===== src/hw/rtl/wtosc_pkg.sv =====
// ----------------------------------------------------------------------------
// Wavetable oscillator package
// Shared types and constants for the bilinear wavetable oscillator.
// ----------------------------------------------------------------------------
package wtosc_pkg;

    localparam int SAMPLE_W = 24;
    localparam int PHASE_W  = 32;
    localparam int CFG_IDX_W  = 3;
    localparam int CFG_DATA_W = 32;

    typedef enum logic [1:0] {
        OP_TICK  = 2'd0,
        OP_WRITE = 2'd1,
        OP_TRIG  = 2'd2
    } wtosc_op_t;

    typedef enum logic [CFG_IDX_W-1:0] {
        CFG_PHASE_INC  = 3'd0,
        CFG_SCAN_INC   = 3'd1,
        CFG_FRAME_POS  = 3'd2,
        CFG_GAIN_LEFT  = 3'd3,
        CFG_GAIN_RIGHT = 3'd4,
        CFG_PHASE_MODE = 3'd5,
        CFG_SCAN_MODE  = 3'd6,
        CFG_FIXED_PH   = 3'd7
    } wtosc_cfg_idx_t;

    typedef enum logic [1:0] {
        PM_ZERO   = 2'd0,
        PM_FIXED  = 2'd1,
        PM_RANDOM = 2'd2
    } wtosc_pmode_t;

    // Commands from the sequencer to the datapath.
    typedef struct packed {
        logic       tbl_write;
        logic       trig;
        logic       scan_step;
        logic       frame_load;
        logic       frame_wrap;
        logic       base_load;
        logic       pos_load;
        logic       rd_en;
        logic [1:0] rd_sel;
        logic       cap_en;
        logic [1:0] cap_sel;
        logic       row_load;
        logic       col_load;
        logic       acc_clr;
        logic       acc_add;
        logic       gain_load;
        logic       div_init;
        logic       div_step;
        logic       out_load;
    } wtosc_cmd_t;

    typedef struct packed {
        logic out_busy;
    } wtosc_status_t;

endpackage


===== src/hw/rtl/wtosc_ctrl.sv =====
// ----------------------------------------------------------------------------
// Wavetable oscillator sequencer
// Accepts input transactions and steps the datapath through one tick.
// ----------------------------------------------------------------------------
module wtosc_ctrl #(
    parameter int OVERSAMPLE_FACTOR = 4
) (
    input  logic                     clk,
    input  logic                     rst_n,
    input  logic                     s_tvalid,
    output logic                     s_tready,
    input  logic [1:0]               opcode,
    input  wtosc_pkg::wtosc_status_t status,
    output wtosc_pkg::wtosc_cmd_t    cmd
);
    import wtosc_pkg::*;

    localparam int PC_W = (OVERSAMPLE_FACTOR > 1) ? $clog2(OVERSAMPLE_FACTOR) : 1;
    localparam logic [PC_W-1:0] PASS_LAST = PC_W'(OVERSAMPLE_FACTOR - 1);

    typedef enum logic [3:0] {
        ST_IDLE, ST_SCAN, ST_FRAME, ST_WRAP, ST_BASE, ST_POS, ST_RD, ST_RDLAST,
        ST_ROW, ST_COL, ST_ACC, ST_GAIN, ST_DINIT, ST_DIV, ST_OUT
    } state_t;

    state_t          state_reg;
    logic [1:0]      rd_cnt_reg;
    logic [PC_W-1:0] pass_cnt_reg;

    assign s_tready = (state_reg == ST_IDLE);

    always_ff @(posedge clk or negedge rst_n)
    begin
        if (!rst_n)
        begin
            state_reg    <= ST_IDLE;
            rd_cnt_reg   <= '0;
            pass_cnt_reg <= '0;
        end
        else
        begin
            case (state_reg)
                ST_IDLE:
                begin
                    if (s_tvalid && opcode == OP_TICK)
                    begin
                        pass_cnt_reg <= '0;
                        state_reg    <= ST_SCAN;
                    end
                end
                ST_SCAN:  state_reg <= ST_FRAME;
                ST_FRAME: state_reg <= ST_WRAP;
                ST_WRAP:  state_reg <= ST_BASE;
                ST_BASE:  state_reg <= ST_POS;
                ST_POS:
                begin
                    rd_cnt_reg <= '0;
                    state_reg  <= ST_RD;
                end
                ST_RD:
                begin
                    rd_cnt_reg <= rd_cnt_reg + 2'd1;
                    if (rd_cnt_reg == 2'd3)
                    begin
                        state_reg <= ST_RDLAST;
                    end
                end
                ST_RDLAST: state_reg <= ST_ROW;
                ST_ROW:    state_reg <= ST_COL;
                ST_COL:    state_reg <= ST_ACC;
                ST_ACC:
                begin
                    if (pass_cnt_reg == PASS_LAST)
                    begin
                        state_reg <= ST_GAIN;
                    end
                    else
                    begin
                        pass_cnt_reg <= pass_cnt_reg + PC_W'(1);
                        state_reg    <= ST_POS;
                    end
                end
                ST_GAIN:  state_reg <= ST_DINIT;
                ST_DINIT: state_reg <= ST_DIV;
                ST_DIV:   state_reg <= ST_OUT;
                ST_OUT:
                begin
                    if (!status.out_busy)
                    begin
                        state_reg <= ST_IDLE;
                    end
                end
                default: state_reg <= ST_IDLE;
            endcase
        end
    end

    always_comb
    begin
        cmd = '0;
        case (state_reg)
            ST_IDLE:
            begin
                cmd.tbl_write = s_tvalid && (opcode == OP_WRITE);
                cmd.trig      = s_tvalid && (opcode == OP_TRIG);
                cmd.acc_clr   = s_tvalid && (opcode == OP_TICK);
            end
            ST_SCAN:  cmd.scan_step  = 1'b1;
            ST_FRAME: cmd.frame_load = 1'b1;
            ST_WRAP:  cmd.frame_wrap = 1'b1;
            ST_BASE:  cmd.base_load  = 1'b1;
            ST_POS:   cmd.pos_load   = 1'b1;
            ST_RD:
            begin
                cmd.rd_en   = 1'b1;
                cmd.rd_sel  = rd_cnt_reg;
                cmd.cap_en  = (rd_cnt_reg != 2'd0);
                cmd.cap_sel = rd_cnt_reg - 2'd1;
            end
            ST_RDLAST:
            begin
                cmd.cap_en  = 1'b1;
                cmd.cap_sel = 2'd3;
            end
            ST_ROW:   cmd.row_load  = 1'b1;
            ST_COL:   cmd.col_load  = 1'b1;
            ST_ACC:   cmd.acc_add   = 1'b1;
            ST_GAIN:  cmd.gain_load = 1'b1;
            ST_DINIT: cmd.div_init  = 1'b1;
            ST_DIV:   cmd.div_step  = 1'b1;
            ST_OUT:   cmd.out_load  = !status.out_busy;
            default:  cmd = '0;
        endcase
    end

endmodule


===== config.mk =====
export PLATFORM = sky130hd
export DESIGN_NAME = wtosc_ctrl
export DESIGN_NICKNAME = d
export VERILOG_FILES = /design/src/hw/rtl/wtosc_pkg.sv /design/src/hw/rtl/wtosc_ctrl.sv
export SDC_FILE = /design/constraint.sdc
export NUM_CORES = 1
export LEC_CHECK = 0
export ABC_AREA = 1
export BUFFER_PORTS_ARGS = -buffer_cell sky130_fd_sc_hd__buf_2
export CAP_MARGIN = 20
export CORE_MARGIN = 1
export CORE_UTILIZATION = 35
export DETAILED_ROUTE_END_ITERATION = 16
export PLACE_DENSITY = 0.57
export SETUP_SLACK_MARGIN = 0.3
export SLEW_MARGIN = 15
export SYNTH_ARGS = -nofsm -noshare
export SYNTH_HDL_FRONTEND = slang
export SYNTH_SLANG_ARGS = --single-unit

===== constraint.sdc =====
create_clock -name clk -period 2.8 [get_ports clk]
set_clock_uncertainty 0.05 [all_clocks]
set_input_delay 0.56 -clock clk [delete_from_list [all_inputs] [get_ports clk]]
set_output_delay 0.56 -clock clk [all_outputs]
set_load 0.005 [all_outputs]

==> results of run 1 <==
==> through the flow <==
| step | total power, mW | util | cell area (µm²) | setup WS, ns | cells |
|---|---|---|---|---|---|
| global placement | 0.689 | 0.480 | 856 | 0.967 | 150 |
| finish | 0.767 | 0.493 | 878 | 0.710 | 153 |
| CTS | 0.780 | 0.493 | 878 | 0.701 | 153 |
| global route | 0.856 | 0.493 | 878 | 0.592 | 153 |
| floorplan | 0.558 | - | 689 | 1.16 | 98 |
| detailed placement | 0.694 | 0.480 | 856 | 0.975 | 150 |
==> synth_stat cells <==
| cell | n | area share |
|---|---|---|
| nor2_1 | 20 | 0.11 |
| nand2_1 | 18 | 0.098 |
| inv_1 | 9 | 0.049 |
| dfrtp_1 | 8 | 0.29 |
| inv_2 | 6 | 0.033 |
| nand2_2 | 6 | 0.054 |
| nand3_1 | 5 | 0.036 |
| nor2_2 | 4 | 0.036 |
| o21ai_2 | 4 | 0.051 |
| ha_1 | 3 | 0.054 |
| nor2_4 | 3 | 0.049 |
| nor3_1 | 3 | 0.022 |
| nand2_4 | 2 | 0.033 |
| nand3_2 | 1 | 0.015 |
| nand3b_1 | 1 | 0.011 |
| nor3b_2 | 1 | 0.018 |
| o2111ai_1 | 1 | 0.013 |
| o21ai_0 | 1 | 0.0073 |
| o21bai_1 | 1 | 0.011 |
| o31ai_1 | 1 | 0.011 |
==> per-layer routing <==
layer  global-route usage  routed length, µm  up-vias
met2                0.236                693       15
li1                     -                  -      371
met4               0.0882                 10        0
met3               0.0118                 46        2
met5                    0                  0        -
met1                0.211                733      307
==> power groups by stage <==
stage | Combinational (mW) | Sequential (mW) | Clock [mW]
floorplan | 0.355 | 0.203 | 0
global placement | 0.477 | 0.212 | 0
detailed placement | 0.480 | 0.213 | 0
CTS | 0.482 | 0.212 | 0.0856
global route | 0.542 | 0.219 | 0.0950
finish | 0.474 | 0.213 | 0.0803
==> final cells by class <==
class	instances	share of cell area
clock buffer	3	0.0256
sequential	8	0.228
timing repair buffer	27	0.154
multi-input combinational	75	0.493
inverter	15	0.0641
tap	25	0.0356
==> worst max-delay path by stage <==
stage | from | endpoint | slack [ns] | cells past startpoint
2_1_floorplan | state_reg[3]$_DFFE_PN0P_ | cmd[10] | 1.16 | 5
3_3_place_gp | state_reg[3]$_DFFE_PN0P_ | cmd[10] | 0.97 | 6
3_5_place_dp | state_reg[3]$_DFFE_PN0P_ | cmd[10] | 0.98 | 6
4_1_cts | state_reg[3]$_DFFE_PN0P_ | cmd[10] | 0.70 | 6
5_1_grt | state_reg[3]$_DFFE_PN0P_ | cmd[10] | 0.59 | 6
6_report | state_reg[3]$_DFFE_PN0P_ | cmd[10] | 0.71 | 6
==> placed cells by master, fill, tap and decap left out <==
| cell type | Yosys | final |
|---|---|---|
| nor2_4 | 3 | 3 |
| o21ai_0 | 1 | 1 |
| o31ai_1 | 1 | 1 |
| nor3b_2 | 1 | 1 |
| nand3b_1 | 1 | 1 |
| o2111ai_1 | 1 | 1 |
| ha_1 | 3 | 3 |
| inv_1 | 9 | 9 |
| nand3_2 | 1 | 1 |
| o21bai_1 | 1 | 1 |
| nor3_1 | 3 | 3 |
| nor2_2 | 4 | 4 |
| dfrtp_1 | 8 | 8 |
| nand2_2 | 6 | 6 |
| o21ai_2 | 4 | 4 |
| buf_2 | 0 | 27 |
| inv_2 | 6 | 6 |
| clkbuf_4 | 0 | 3 |
| nor2_1 | 20 | 20 |
| nand2_4 | 2 | 2 |
| nand2_1 | 18 | 18 |
| nand3_1 | 5 | 5 |
==> cells by family (layout without fill, tap and decap cells) <==
group	Yosys count	after routing	synth area share
DFF	8	8	0.290
and+or+nand+nor	64	64	0.481
AOI/OAI and AO/OA	8	8	0.0926
adders and majority gates	3	3	0.0545
buffers and inverters	15	45	0.0817
==> results.py, run 1 <==
metrics = {
    "run_status": {
        "status": "finished, final reports clean",
    },
    "grt": {
        "grt_max_degree": 9,
        "overflow": 0,
        "grt_pass1_vias": 585,
        "antenna_found_initial": 0,
        "grtUsageTotal": 0.154,
        "grt_pass1_wl_um": 2360,
    },
    "clock_network": {
        "cts_tree": "built",
        "cts_resized": 0,
        "cts.htree.levels": 1,
        "postCtsHoldBufs": 0,
        "clock_latency_ns": 0.24,
        "path_clk_slew_ns": 0.05,
        "cts.sinks": 8,
        "root_buffer": "clkbuf_4",
        "clockBufferDepth": 2,
        "cts_setup_buffers": 0,
        "numCtsBuffers": 3,
    },
    "pwr": {
        "pwr-share-seq": 0.278,
        "peakVddDrop_v": 0.000362,
        "swShare": 0.495,
        "p_sw_mw": 0.380,
        "clkPwrFrac": 0.105,
        "pwr-share-comb": 0.618,
        "pwr_density_cell_nw_per_um2": 874,
        "internal_power_mw": 0.388,
        "p_leak_nw": 0.515,
    },
    "yosys": {
        "ys_seq_elements": 8,
        "synth_cell_type_count": 20,
        "avgSynthCellArea_um2": 7.03,
        "ys_warn_count": 0,
        "synth_fp_nets": 107,
        "syn_area_um2": 689,
        "seq_area_frac_synth": 0.290,
        "synthCells": 98,
    },
    "flow_run": {
        "drv_cap": 0,
    },
    "worst_setup_path": {
        "cp-end-kind": "output pin",
        "path_delay_family": "flip-flops",
        "reg2reg_depth": 6,
        "worstPathArrival_ns": 1.48,
        "r2r-end": "pass_cnt_reg[1]$_DFFE_PN0P_",
        "crit_required_ns": 2.19,
        "crit_chain": "inv_2, nand2_1, nor2_4, inv_2, o21ai_2, buf_2",
        "r2r_slack_ns": 1.50,
        "max_stage_delay_ns": 0.42,
        "worstSetupPathType": "register to output pin",
        "crit_path_max_fanout": 6,
        "crit_path_frequent_cell": "inv_2",
        "slowest_stage": "dfrtp_1",
        "startpoint_type": "register",
        "r2r-start": "state_reg[2]$_DFFE_PN0P_",
        "crit_buf_inv": 3,
    },
    "die": {
        "io-pin-count": 28,
        "die_x_um": 46.4,
        "rows": 15,
        "initial_utilization": 0.387,
        "coreArea_um2": 1780,
        "die-area_um2": 2150,
        "chipHeight_um": 46.4,
    },
    "finish": {
        "nFillCells": 177,
        "seq_area_um2": 200,
        "nNetsFinal": 139,
        "syn2layout_area_growth_pct": 27.4,
        "antenna_cells": 0,
        "largest_register_ffs": 4,
        "multi_input_area_um2": 433,
        "drive_above_1_share": 0.445,
    },
    "routing": {
        "drc": 0,
        "dr.first_iter.drc_count": 11,
        "drt_first_pass_iters": 3,
        "ant_nets": 0,
        "viasPerCell": 4.54,
        "wl_um": 1480,
        "num_vias": 695,
        "wl_per_cell_um": 9.70,
    },
    "sta": {
        "rsz0062_at_grt": "false",
        "period_needed_ns": 2.09,
        "hold_violations": 0,
        "setup_violations": 0,
        "worstMarginPinSlew_ns": 0.298,
        "finalSetupTns_ns": 0,
        "slew_violations": 0,
        "slew_headroom": 0.801,
        "hold_slack_ns": 0.0922,
        "timing.fmax_mhz": 478,
        "finalCritPeriodShare": 0.746,
    },
    "place": {
        "portBuffers": 27,
        "dpl.hpwl_um": 1290,
        "place.gp.congestion": 0.815,
    },
    "worst_hold_path": {
        "hp-class": "input pin to asynchronous set/reset pin",
    },
}
Note: power is estimated with default switching activity, not from simulation.
==> run 2, diff against run 1 <==
==> constraint.sdc (replaced) <==
create_clock -name clk -period 2.1 [get_ports clk]
set_clock_uncertainty 0.05 [all_clocks]
set_input_delay 0.42 -clock clk [delete_from_list [all_inputs] [get_ports clk]]
set_output_delay 0.42 -clock clk [all_outputs]
set_load 0.005 [all_outputs]
==> run 2 against run 1 <==
Combinational power up 72%. Sequential power is 31% higher. Register-to-register slack got worse by 0.73 ns. Power is 57% higher. Sequential cell count unchanged. Critical endpoint is now cmd[11]. Largest cell class unchanged. Highest routed layer unchanged.
==> results.py, run 2 (synthesis gave the netlist of run 1 again) <==
metrics = {
    "run_status": {
        "status": "finished, final reports clean",
    },
    "clock_network": {
        "numCtsBuffers": 3,
        "clockBufferDepth": 2,
        "cts.htree.levels": 1,
        "cts.sinks": 8,
        "clock_latency_ns": 0.25,
        "cts_tree": "built",
        "root_buffer": "clkbuf_4",
        "path_clk_slew_ns": 0.05,
    },
    "routing": {
        "ant_nets": 0,
        "wl_um": 1660,
        "dr.first_iter.drc_count": 17,
        "viasPerCell": 4.55,
        "drt_first_pass_iters": 4,
        "num_vias": 750,
        "wl_per_cell_um": 10.0,
        "drc": 0,
    },
    "pwr": {
        "clkPwrFrac": 0.092,
        "p_leak_nw": 0.578,
        "peakVddDrop_v": 0.000634,
        "swShare": 0.476,
        "internal_power_mw": 0.631,
        "pwr-share-seq": 0.232,
        "p_sw_mw": 0.574,
        "pwr_density_cell_nw_per_um2": 1200,
        "pwr-share-comb": 0.676,
    },
    "sta": {
        "slew_violations": 0,
        "hold_slack_ns": 0.432,
        "period_needed_ns": 1.76,
        "finalCritPeriodShare": 0.839,
        "worstMarginPinSlew_ns": 0.264,
        "hold_violations": 0,
        "finalSetupTns_ns": 0,
        "timing.fmax_mhz": 567,
        "slew_headroom": 0.822,
        "rsz0062_at_grt": "true",
        "setup_violations": 0,
    },
    "finish": {
        "nNetsFinal": 151,
        "largest_register_ffs": 4,
        "drive_above_1_share": 0.543,
        "syn2layout_area_growth_pct": 45.2,
        "mostFrequentLayoutCell": "buf_2",
        "final_cell_mix": "27 x buf_2, 20 x nor2_1, 15 x nand2_1, 11 x buf_4, 8 x inv_2",
        "antenna_cells": 0,
        "fin_area_um2": 1000,
    },
    "die": {
        "initial_utilization": 0.387,
        "die-area_um2": 2150,
        "io-pin-count": 28,
        "coreArea_um2": 1780,
        "chipHeight_um": 46.4,
        "rows": 15,
        "die_x_um": 46.4,
    },
    "worst_hold_path": {
        "hp-class": "input pin to register",
        "hold_path.startpoint": "status",
    },
    "grt": {
        "overflow": 0,
        "antenna_found_initial": 0,
        "grt_max_degree": 9,
        "grt_pass1_vias": 612,
        "grtUsageTotal": 0.173,
        "grt_pass1_wl_um": 2530,
    },
    "worst_setup_path": {
        "crit_path_max_fanout": 5,
        "startpoint_type": "register",
        "cp-end-kind": "output pin",
        "worstPathArrival_ns": 1.29,
        "r2r-start": "state_reg[2]$_DFFE_PN0P_",
        "worstSetupPathType": "register to output pin",
        "crit_path_start": "state_reg[3]$_DFFE_PN0P_",
        "crit_required_ns": 1.63,
    },
    "flow_run": {
        "drv_cap": 0,
    },
    "place": {
        "dpl.hpwl_um": 1310,
        "portBuffers": 27,
        "placed_area_um2": 856,
        "place.gp.congestion": 0.814,
    },
}
[run 2: changes by cell type in the layout (fill, tap and decap cells not counted)]
cell,delta
dlygate4sd3_1,+1
nand2_1,-3
dfrtp_2,+2
nand2_4,+2
nor2_2,-1
inv_1,-2
nor3_2,+1
nand2_2,+1
nor3_1,-1
nor2_4,+1
buf_4,+11
inv_2,+2
dfrtp_1,-2
[run 2: metal layers]
metal / track usage / up-vias / wire length, µm
met1: 0.216 / 333 / 785
met3: 0.0235 / 2 / 59
met2: 0.278 / 20 / 795
met4: 0.106 / 0 / 17
met5: 0 / - / 0
li1: - / 395 / -
[run 2: path summary, 6_finish.rpt]
check / slack [ns] / to / cells past startpoint
worst max register to register: 0.77 / pass_cnt_reg[0]$_DFFE_PN0P_ / 7
min in group asynchronous: 0.48 / state_reg[3]$_DFFE_PN0P_ / 2
max in group asynchronous: 1.33 / state_reg[1]$_DFFE_PN0P_ / 2
worst min register to register: 0.47 / pass_cnt_reg[0]$_DFFE_PN0P_ / 1
worst min-delay path: 0.43 / state_reg[3]$_DFFE_PN0P_ / 3
worst max-delay path: 0.34 / cmd[11] / 6
[run 2: power by group through the flow]
stage                     clock network, mW  logic (mW)  registers [mW]
after CTS                             0.119       0.747           0.274
after detailed placement                  0       0.640           0.286
final                                 0.111       0.814           0.280
after global placement                    0       0.637           0.282
after floorplan                           0       0.474           0.270
after global routing                  0.125       0.906           0.286
[run 2: area by class of cell]
class / count / area [µm²]
clock buffers: 3 / 22.5
fillers: 179 / 782
inverters: 15 / 56.3
multi-input cells: 75 / 460
flip-flops and latches: 8 / 203
well taps: 25 / 31.3
repair buffers: 39 / 228
[run 2: through the flow]
stage / utilization / cells / total power, mW / setup slack, ns
final: 0.561 / 165 / 1.20 / 0.338
after global routing: 0.561 / 165 / 1.32 / 0.257
after CTS: 0.533 / 161 / 1.14 / 0.299
after detailed placement: 0.480 / 150 / 0.927 / 0.427
after global placement: 0.480 / 150 / 0.920 / 0.471
after floorplan: - / 98 / 0.744 / 0.598
[run 2: repair_timing]
action                                  4_1_cts  5_1_grt
hold buffers                                  1        0
endpoints found under the setup margin        6        8
pin swaps                                     1        3
resized for setup                             4        7
gates cloned                                  0        0
setup buffers                                 7        4
endpoints found under the hold margin         8        0
[run 2: worst max-delay path, stage by stage, from the launching register on]
cell,delay (ns)
dfrtp_1,0.39
inv_2,0.12
nand2_4,0.07
nor2_4,0.16
inv_2,0.08
nor2_1,0.10
buf_2,0.13
